$ cat src/hw/rtl/hfi_rotor_angle_estimator_macros.svh
// Assertion helpers used by the estimator RTL.
`ifndef HFI_ROTOR_ANGLE_ESTIMATOR_MACROS_SVH
`define HFI_ROTOR_ANGLE_ESTIMATOR_MACROS_SVH
// Checks that a condition implies a consequence on the same edge.
`define HRAE_ASSERT_IMPLY(label, clk, rst, cond, conseq, msg) \
   label: assert property (@(posedge clk) disable iff (rst) (cond) |-> (conseq)) \
      else $error(msg);
// Checks that a condition implies a consequence on the next edge.
`define HRAE_ASSERT_NEXT(label, clk, rst, cond, conseq, msg) \
   label: assert property (@(posedge clk) disable iff (rst) (cond) |=> (conseq)) \
      else $error(msg);
`endif

$ cat src/hw/rtl/hrae_pkg.sv
package hrae_pkg;
   localparam int GAIN_SHIFT_DEF = 16;
   localparam int SINE_TABLE_BITS_DEF = 10;
   localparam int POLY_A = 51472;
   localparam int POLY_B = 21024;
   localparam int POLY_C = 2320;
   localparam logic [2:0] CSR_HALF_PERIOD = 3'd0;
   localparam logic [2:0] CSR_PROP_GAIN = 3'd1;
   localparam logic [2:0] CSR_INTEG_GAIN = 3'd2;
   localparam logic [2:0] CSR_INTEG_LIMIT = 3'd3;
   localparam logic [2:0] CSR_INJECT_AMP = 3'd4;
   typedef struct packed {
      logic        start;
      logic [33:0] a;
      logic [33:0] b;
   } mul_req_type;
endpackage

$ cat src/hw/rtl/hrae_serial_mul.sv
module hrae_serial_mul (
   input  logic                 clock,
   input  logic                 reset,
   input  hrae_pkg::mul_req_type req,
   output logic                 done,
   output logic signed [67:0]   product
);
   // Signed radix-2 shift-add: one multiplier bit per cycle.
   logic [5:0] count_ff, count_in;
   logic busy_ff, busy_in;
   logic signed [67:0] acc_ff, acc_in;
   logic signed [67:0] mcand_ff, mcand_in;
   logic [33:0] mplier_ff, mplier_in;
   logic done_ff, done_in;

   always_comb begin
      count_in = count_ff;
      busy_in = busy_ff;
      acc_in = acc_ff;
      mcand_in = mcand_ff;
      mplier_in = mplier_ff;
      done_in = 1'b0;
      if (req.start) begin
         busy_in = 1'b1;
         count_in = 6'd0;
         acc_in = '0;
         mcand_in = {{34{req.a[33]}}, req.a};
         mplier_in = req.b;
      end else if (busy_ff) begin
         if (mplier_ff[0]) begin
            if (count_ff == 6'd33) acc_in = acc_ff - mcand_ff;
            else acc_in = acc_ff + mcand_ff;
         end
         mcand_in = mcand_ff <<< 1;
         mplier_in = mplier_ff >> 1;
         count_in = count_ff + 6'd1;
         if (count_ff == 6'd33) begin
            busy_in = 1'b0;
            done_in = 1'b1;
         end
      end
   end

   always_ff @(posedge clock) begin
      if (reset) begin
         busy_ff <= 1'b0;
         done_ff <= 1'b0;
         count_ff <= '0;
      end else begin
         busy_ff <= busy_in;
         done_ff <= done_in;
         count_ff <= count_in;
      end
      acc_ff <= acc_in;
      mcand_ff <= mcand_in;
      mplier_ff <= mplier_in;
   end

   assign done = done_ff;
   assign product = acc_ff;
endmodule

$ cat src/hw/rtl/hfi_rotor_angle_estimator.sv
// Sequence from an input beat to rsp_tvalid: seventeen products (each a start, one serial
// step per multiplier bit, done), two steps that finish the sine and cosine, one load.
// Samples do not overlap: the next sample is taken once the previous one has reached the
// result register, and a result still waiting there holds the next one in ST_PUSH.
// Reset is synchronous and active high; it restores register defaults
// (half period one, all else zero) and clears the observer state.
module hfi_rotor_angle_estimator #(
   parameter int GAIN_SHIFT = hrae_pkg::GAIN_SHIFT_DEF,
   parameter int SINE_TABLE_BITS = hrae_pkg::SINE_TABLE_BITS_DEF
) (
   input  logic        clock,
   input  logic        reset,
   input  logic        req_tvalid,
   output logic        req_tready,
   // Fields from bit 0: cur_alpha[15:0], cur_beta[31:16].
   input  logic [31:0] req_tdata,
   output logic        rsp_tvalid,
   input  logic        rsp_tready,
   // Fields from bit 0: volt_alpha[15:0], volt_beta[31:16], speed_est[63:32],
   // angle_est[79:64].
   output logic [79:0] rsp_tdata,
   input  logic        csr_valid,
   output logic        csr_ready,
   input  logic [2:0]  csr_index,
   input  logic [31:0] csr_data
);
`include "hfi_rotor_angle_estimator_macros.svh"

   localparam logic [4:0] ST_IDLE = 5'd0;
   localparam logic [4:0] ST_MUL = 5'd1;
   localparam logic [4:0] ST_WAIT = 5'd2;
   localparam logic [4:0] ST_OUT = 5'd3;
   localparam logic [4:0] ST_PUSH = 5'd4;

   // Sequence of product steps.
   localparam logic [3:0] SQ_SX2 = 4'd0, SQ_ST1 = 4'd1, SQ_ST2 = 4'd2, SQ_ST3 = 4'd3;
   localparam logic [3:0] SQ_CX2 = 4'd4, SQ_CT1 = 4'd5, SQ_CT2 = 4'd6, SQ_CT3 = 4'd7;
   localparam logic [3:0] SQ_SC = 4'd8, SQ_CC = 4'd9, SQ_SS = 4'd10;
   localparam logic [3:0] SQ_EA = 4'd11, SQ_EB = 4'd12, SQ_PR = 4'd13, SQ_IN = 4'd14;
   localparam logic [3:0] SQ_VA = 4'd15;
   localparam logic [15:0] ANG_MASK = 16'hFFFF << (16 - SINE_TABLE_BITS);

   logic [15:0] half_ff, pgain_ff, igain_ff;
   logic [30:0] ilim_ff;
   logic [14:0] amp_ff;
   logic [15:0] tick_ff;
   logic        pol_ff;
   logic signed [15:0] last_a_ff, last_b_ff;
   logic [15:0] angle_ff;
   logic signed [33:0] integ_ff;
   logic [4:0]  state_ff;
   logic [3:0]  step_ff;
   logic        vb_ff;
   logic signed [16:0] hfa_ff, hfb_ff;
   logic [16:0] x_ff;
   logic [1:0]  q_ff;
   logic [31:0] x2_ff, t_ff;
   logic signed [16:0] s_ff, c_ff;
   logic signed [33:0] sc_ff, cc_ff, err_ff, prop_ff;
   logic signed [15:0] va_ff;
   logic [79:0] out_ff;
   logic        out_v_ff, out_v_in;
   logic        out_load;

   hrae_pkg::mul_req_type mreq;
   logic mdone;
   logic signed [67:0] mprod;

   hrae_serial_mul u_mul (.clock(clock), .reset(reset), .req(mreq), .done(mdone),
      .product(mprod));

   // Quarter-wave argument for the sine or cosine phase.
   logic [15:0] ph_s, ph_c;
   assign ph_s = angle_ff & ANG_MASK;
   assign ph_c = (angle_ff + 16'h4000) & ANG_MASK;
   function automatic logic [16:0] qarg(input logic [15:0] p);
      if (p[14]) qarg = {2'b00, 15'h0} + ((17'd16384 - {3'b0, p[13:0]}) << 1);
      else qarg = {2'b0, p[13:0], 1'b0};
   endfunction

   logic signed [67:0] spr;
   logic signed [33:0] p15, iq_sum, lim34, spd_sum, spd_sat;
   logic [16:0] tq;
   assign spr = mprod;
   assign p15 = 34'(spr >>> 15);
   assign lim34 = {3'b0, ilim_ff};

   logic [16:0] tick_nx;
   logic        flip;
   assign tick_nx = {1'b0, tick_ff} + 17'd1;
   assign flip = tick_nx >= {1'b0, half_ff};

   // The result register parts the two sides: a new sample may start while the
   // previous beat still waits, and the finished one is held in ST_PUSH until
   // the register frees up.
   assign req_tready = (state_ff == ST_IDLE);
   assign csr_ready = 1'b1;
   assign rsp_tvalid = out_v_ff;
   assign rsp_tdata = out_ff;
   assign out_load = (state_ff == ST_PUSH) && (!out_v_ff || rsp_tready);
   assign out_v_in = out_load || (out_v_ff && !rsp_tready);

   always_comb begin
      mreq.start = 1'b0;
      mreq.a = '0;
      mreq.b = '0;
      if (state_ff == ST_MUL) begin
         mreq.start = 1'b1;
         case (step_ff)
            SQ_SX2, SQ_CX2: begin mreq.a = {17'b0, x_ff}; mreq.b = {17'b0, x_ff}; end
            SQ_ST1, SQ_CT1: begin
               mreq.a = 34'(hrae_pkg::POLY_C); mreq.b = {2'b0, x2_ff};
            end
            SQ_ST2, SQ_CT2: begin mreq.a = {2'b0, x2_ff}; mreq.b = {2'b0, t_ff}; end
            SQ_ST3, SQ_CT3: begin mreq.a = {17'b0, x_ff}; mreq.b = {2'b0, t_ff}; end
            SQ_SC: begin mreq.a = 34'(s_ff); mreq.b = 34'(c_ff); end
            SQ_CC: begin mreq.a = 34'(c_ff); mreq.b = 34'(c_ff); end
            SQ_SS: begin mreq.a = 34'(s_ff); mreq.b = 34'(s_ff); end
            SQ_EA: begin mreq.a = 34'(-hfa_ff); mreq.b = sc_ff; end
            SQ_EB: begin mreq.a = 34'(hfb_ff); mreq.b = cc_ff; end
            SQ_PR: begin mreq.a = err_ff; mreq.b = {18'b0, pgain_ff}; end
            SQ_IN: begin mreq.a = err_ff; mreq.b = {18'b0, igain_ff}; end
            default: begin
               mreq.a = pol_ff ? -34'(amp_ff) : 34'(amp_ff);
               mreq.b = vb_ff ? 34'(s_ff) : 34'(c_ff);
            end
         endcase
      end
   end

   assign tq = (t_ff > 32'd32767) ? 17'd32767 : t_ff[16:0];
   assign iq_sum = integ_ff + 34'(spr);
   assign spd_sum = prop_ff + integ_ff;
   assign spd_sat = (spd_sum > 34'sh7FFFFFFF) ? 34'sh7FFFFFFF :
                    (spd_sum < -34'sh80000000) ? -34'sh80000000 : spd_sum;

   always_ff @(posedge clock) begin
      if (reset) begin
         half_ff <= 16'd1; pgain_ff <= '0; igain_ff <= '0; ilim_ff <= '0; amp_ff <= '0;
         tick_ff <= '0; pol_ff <= 1'b0; last_a_ff <= '0; last_b_ff <= '0;
         angle_ff <= '0; integ_ff <= '0; state_ff <= ST_IDLE; step_ff <= '0;
         out_v_ff <= 1'b0; vb_ff <= 1'b0;
      end else begin
         if (csr_valid && csr_ready) begin
            case (csr_index)
               hrae_pkg::CSR_HALF_PERIOD: half_ff <= csr_data[15:0];
               hrae_pkg::CSR_PROP_GAIN: pgain_ff <= csr_data[15:0];
               hrae_pkg::CSR_INTEG_GAIN: igain_ff <= csr_data[15:0];
               hrae_pkg::CSR_INTEG_LIMIT: ilim_ff <= csr_data[30:0];
               hrae_pkg::CSR_INJECT_AMP: amp_ff <= csr_data[14:0];
               default: ;
            endcase
         end
         out_v_ff <= out_v_in;
         case (state_ff)
            ST_IDLE: if (req_tvalid && req_tready) begin
               tick_ff <= flip ? 16'd0 : tick_nx[15:0];
               pol_ff <= flip ? !pol_ff : pol_ff;
               hfa_ff <= (flip ^ pol_ff) ?
                  17'sd0 - (17'(signed'(req_tdata[15:0])) - 17'(last_a_ff)) :
                  17'(signed'(req_tdata[15:0])) - 17'(last_a_ff);
               hfb_ff <= (flip ^ pol_ff) ?
                  17'sd0 - (17'(signed'(req_tdata[31:16])) - 17'(last_b_ff)) :
                  17'(signed'(req_tdata[31:16])) - 17'(last_b_ff);
               last_a_ff <= req_tdata[15:0];
               last_b_ff <= req_tdata[31:16];
               x_ff <= qarg(ph_s);
               q_ff <= ph_s[15:14];
               step_ff <= SQ_SX2;
               vb_ff <= 1'b0;
               state_ff <= ST_MUL;
            end
            ST_MUL: state_ff <= ST_WAIT;
            ST_WAIT: if (mdone) begin
               state_ff <= ST_MUL;
               step_ff <= step_ff + 4'd1;
               case (step_ff)
                  SQ_SX2, SQ_CX2: x2_ff <= 32'(spr >>> 15);
                  SQ_ST1, SQ_CT1: t_ff <= 32'(hrae_pkg::POLY_B) - 32'(spr >>> 15);
                  SQ_ST2, SQ_CT2: t_ff <= 32'(hrae_pkg::POLY_A) - 32'(spr >>> 15);
                  SQ_ST3: begin
                     t_ff <= 32'(spr >>> 15);
                     step_ff <= SQ_ST3; state_ff <= ST_OUT;
                  end
                  SQ_CT3: begin
                     t_ff <= 32'(spr >>> 15);
                     step_ff <= SQ_CT3; state_ff <= ST_OUT;
                  end
                  SQ_SC: sc_ff <= 34'(spr >>> 14);
                  SQ_CC: cc_ff <= 34'(spr);
                  SQ_SS: cc_ff <= 34'((68'(cc_ff) - spr) >>> 15);
                  SQ_EA: err_ff <= 34'(spr);
                  SQ_EB: err_ff <= 34'((68'(err_ff) + spr) >>> 15);
                  SQ_PR: prop_ff <= 34'(spr);
                  SQ_IN: integ_ff <= (iq_sum > lim34) ? lim34 :
                                     (iq_sum < -lim34) ? -lim34 : iq_sum;
                  default: begin
                     if (!vb_ff) begin
                        va_ff <= 16'(p15);
                        vb_ff <= 1'b1;
                        step_ff <= SQ_VA;
                     end else begin
                        // The beta product stays in the multiplier until loaded.
                        state_ff <= ST_PUSH;
                     end
                  end
               endcase
            end
            ST_OUT: begin
               // Finish a sine/cosine: cap, sign by quadrant.
               if (step_ff == SQ_ST3) begin
                  s_ff <= q_ff[1] ? -17'(tq) : 17'(tq);
                  x_ff <= qarg(ph_c);
                  q_ff <= ph_c[15:14];
                  step_ff <= SQ_CX2;
               end else begin
                  c_ff <= q_ff[1] ? -17'(tq) : 17'(tq);
                  step_ff <= SQ_SC;
               end
               state_ff <= ST_MUL;
            end
            ST_PUSH: if (out_load) begin
               out_ff <= {angle_ff + 16'(spd_sat >>> GAIN_SHIFT),
                          32'(spd_sat), 16'(p15), va_ff};
               angle_ff <= angle_ff + 16'(spd_sat >>> GAIN_SHIFT);
               state_ff <= ST_IDLE;
            end
            default: state_ff <= ST_IDLE;
         endcase
      end
   end

   `HRAE_ASSERT_IMPLY(a_no_accept_busy, clock, reset, state_ff != ST_IDLE, !req_tready,
      "input accepted while busy")
   `HRAE_ASSERT_NEXT(a_rsp_hold, clock, reset, rsp_tvalid && !rsp_tready, rsp_tvalid,
      "result dropped before taken")
   `HRAE_ASSERT_NEXT(a_rsp_stable, clock, reset, rsp_tvalid && !rsp_tready,
      $stable(rsp_tdata), "result changed while waiting")
   `HRAE_ASSERT_IMPLY(a_state_legal, clock, reset, 1'b1, state_ff <= ST_PUSH,
      "sequencer in an unknown state")
endmodule

$ cat config.mk
export PLATFORM = sky130hd
export DESIGN_NAME = hfi_rotor_angle_estimator
export DESIGN_NICKNAME = d
export VERILOG_FILES = /design/src/hw/rtl/hrae_pkg.sv /design/src/hw/rtl/hrae_serial_mul.sv /design/src/hw/rtl/hfi_rotor_angle_estimator.sv
export VERILOG_INCLUDE_DIRS = /design/src /design/src/hw/rtl
export SDC_FILE = /design/constraint.sdc
export NUM_CORES = 2
export LEC_CHECK = 0
export BUFFER_PORTS_ARGS = -buffer_cell sky130_fd_sc_hd__buf_2
export CORE_ASPECT_RATIO = 0.8
export CORE_UTILIZATION = 61
export DETAILED_ROUTE_END_ITERATION = 12
export GPL_ROUTABILITY_DRIVEN = 1
export GPL_TIMING_DRIVEN = 0
export PLACE_DENSITY_LB_ADDON = 0.08
export SLEW_MARGIN = 20
export SYNTH_ARGS = -nofsm -noshare
export SYNTH_HDL_FRONTEND = slang
export SYNTH_HIERARCHICAL = 1
export SYNTH_SLANG_ARGS = --single-unit
$ cat constraint.sdc
create_clock -name clock -period 6.6 [get_ports clock]
set_clock_uncertainty 0.15 [all_clocks]
set_input_delay 1.65 -clock clock [delete_from_list [all_inputs] [get_ports clock]]
set_output_delay 1.65 -clock clock [all_outputs]
set_load 0.1 [all_outputs]
==> qor.csv <==
stage,metric,value,unit
setup_path,"reg-to-reg slack, setup",170,ps
pwr,PD cells,302,nW/um2
clocking,CTS Buffer Depth,3,
timing,setup_tns,0,ps
die,chip height,248,um
placed_design,dpl cell area,48700,um2
routing,WL met2,65500,um
finish,final core utilization,69.2,%
clocking,clk root buf,clkbuf_16,
pwr,LEAKAGE,19.5,nW
timing,Achievable Freq,156,MHz
grt,initial antenna violation count,5,
clocking,hold_buf cts,0,
die,Total Die Area,77000,um2
die,# IOs,155,
grt,global route total overflow,0,
routing,routed vias,41800,
synth,synth warn,6,
placed_design,count of buffers from port buffering,152,
routing,Initial DRC Count,5999,
placed_design,routability cong.,1.06,
timing,final worst path period share,97.4,%
pwr,total power,15.6,mW
clocking,CTS Buf Count,75,
routing,1st-pass router iterations,6,
grt,vias in the first global route,37800,
pwr,VDD IR max,0.000263,V
status,run status,completed,
timing,Final Setup Violations,0,
die,core area,74400,um2
timing,WHS,270,ps
grt,global-route wire length before repair,234000,um
setup_path,CP Data Arrival Time,6850,ps
hold_path,hold path cells,0,
finish,layout net count,5752,
clocking,# H-tree levels,3,
clocking,Worst-Skew Late Latency,660,ps
synth,Mean Syn Cell Area,9.15,um2
synth,"Cell Area, Synth",46300,um2
routing,DR vias/cell,6.55,
setup_path,CP startpoint kind,flip-flop,
setup_path,Crit Path Category,flip-flop to flip-flop,
timing,RSZ-0062 raised after global routing,yes,
synth,Mapped Cells,5060,
flow_run,Max Cap Viol,0,
finish,Area Overhead vs Synth,11.1,%
timing,Final Max Tran Viols,0,
die,row cnt,89,
hold_path,hold endpoint,rsp_tdata[6],
setup_path,Required @ worst endpoint,7020,ps
hold_path,HP Class,flip-flop to flip-flop,
clocking,TritonCTS sink count,716,
finish,number of flip-flops in the largest register,80,
timing,Hold Fails Final Rpt,0,
routing,DR WL/cell,24.9,um
finish,FF+latch area,18900,um2
setup_path,R2R Path Start,prop_ff[0],
timing,Worst slew margin,16.1,%
grt,Total GRT Usage,40.2,%
setup_path,R2R depth,24,
routing,Detail Route Antenna Nets,0,
setup_path,Worst Setup End Kind,flip-flop,
finish,area of the multi-input gates,25800,um2
timing,Least-Margin Pin Slew,1260,ps
routing,Post-Route WL,159000,um
setup_path,Crit Path Max Fanout,10,
placed_design,HPWL after detailed placement,121000,um
clocking,clock slew at reported path FFs,70,ps
hold_path,worst hold start,va_ff[6],
synth,syn nets,5499,
clocking,TritonCTS clock tree,yes,
routing,met3 routed WL,21100,um
routing,Metal-1 WL,66400,um
routing,# DRC,0,
finish,"Design Area, Final",51500,um2
finish,layout cells sized above 1,9.27,%
timing,Tmin final,6430,ps
routing,max layer used,met5,
finish,Fill cells,6017,
die,Initial Util,62.3,%
die,chip width,310,um
grt,largest net degree at the start of global routing,49,
setup_path,reg2reg end,angle_ff[15],
==> repair_timing <==
action	4_1_cts	5_1_grt
gates resized for setup	22	38
setup buffers	0	6
pin swaps	0	8
hold endpoints to repair	0	0
setup endpoints to repair	29	45
==> per-layer routing <==
metal  global-route usage, %  up-vias
met5                       0        -
met4                    14.0        2
met3                    10.8      356
met2                    57.6     2436
met1                    58.2    19900
li1                        -    19100
==> power by group <==
group / switching, mW / internal, mW
clock: 1.92 / 2.49
combinational: 3.20 / 1.98
sequential: 0.769 / 5.20
total: 5.89 / 9.67
==> worst max path at each step <==
stage / to / slack, ps / from / cells after the start
after global routing: angle_ff[15] / -140 / prop_ff[4] / 23
after floorplan: rsp_tdata[0] / 330 / rsp_tready / 4
final: angle_ff[15] / 170 / prop_ff[0] / 24
after global placement: rsp_tdata[27] / -1610 / reset / 5
after CTS: angle_ff[15] / 20 / prop_ff[2] / 24
after detailed placement: angle_ff[15] / -530 / prop_ff[0] / 26
==> critical path, stage by stage (launching register included) <==
cell	delay (ps)
edfxtp_1	370
ha_1	250
fa_1	450
a211oi_2	250
o21ai_0	160
nand3_1	100
a31oi_1	200
a31oi_2	240
o21ai_1	140
a221o_1	360
o41ai_2	280
xnor2_1	240
a21oi_2	150
clkbuf_1	210
o21ai_0	580
ha_1	420
and2_1	200
a31oi_1	130
o21ai_1	120
nor4_2	240
o41ai_2	130
a31oi_1	300
xnor2_1	180
or3_1	360
a21oi_1	140
==> layout by cell type (no fill, tap or decap), types with 95 or more instances in the layout <==
cell type	n
ha_1	360
xnor2_1	246
a22oi_1	102
a21oi_1	506
a21o_1	109
clkbuf_1	219
nor2_1	255
nand2_1	709
inv_1	232
edfxtp_1	457
nor3_1	95
o21ai_0	321
xor2_1	152
dfxtp_1	234
buf_2	160
==> metrics by stage <==
stage                     std cells  setup WS [ps]
after CTS                      6369           18.6
after global routing           6376           -135
after global placement         6213          -1610
final                          6380            172
after floorplan                5060            327
after detailed placement       6231           -533
==> cell type report <==
class	instances	share of cell area (%)
buffer	235	1.82
clock inverter	41	0.919
tap	1001	2.43
inverter	233	1.70
sequential	716	36.8
clock buffer	97	3.97
timing repair buffer	176	2.13
multi-input combinational	3876	50.2
antenna	5	0.0243
(Power assumes the default switching activity.)
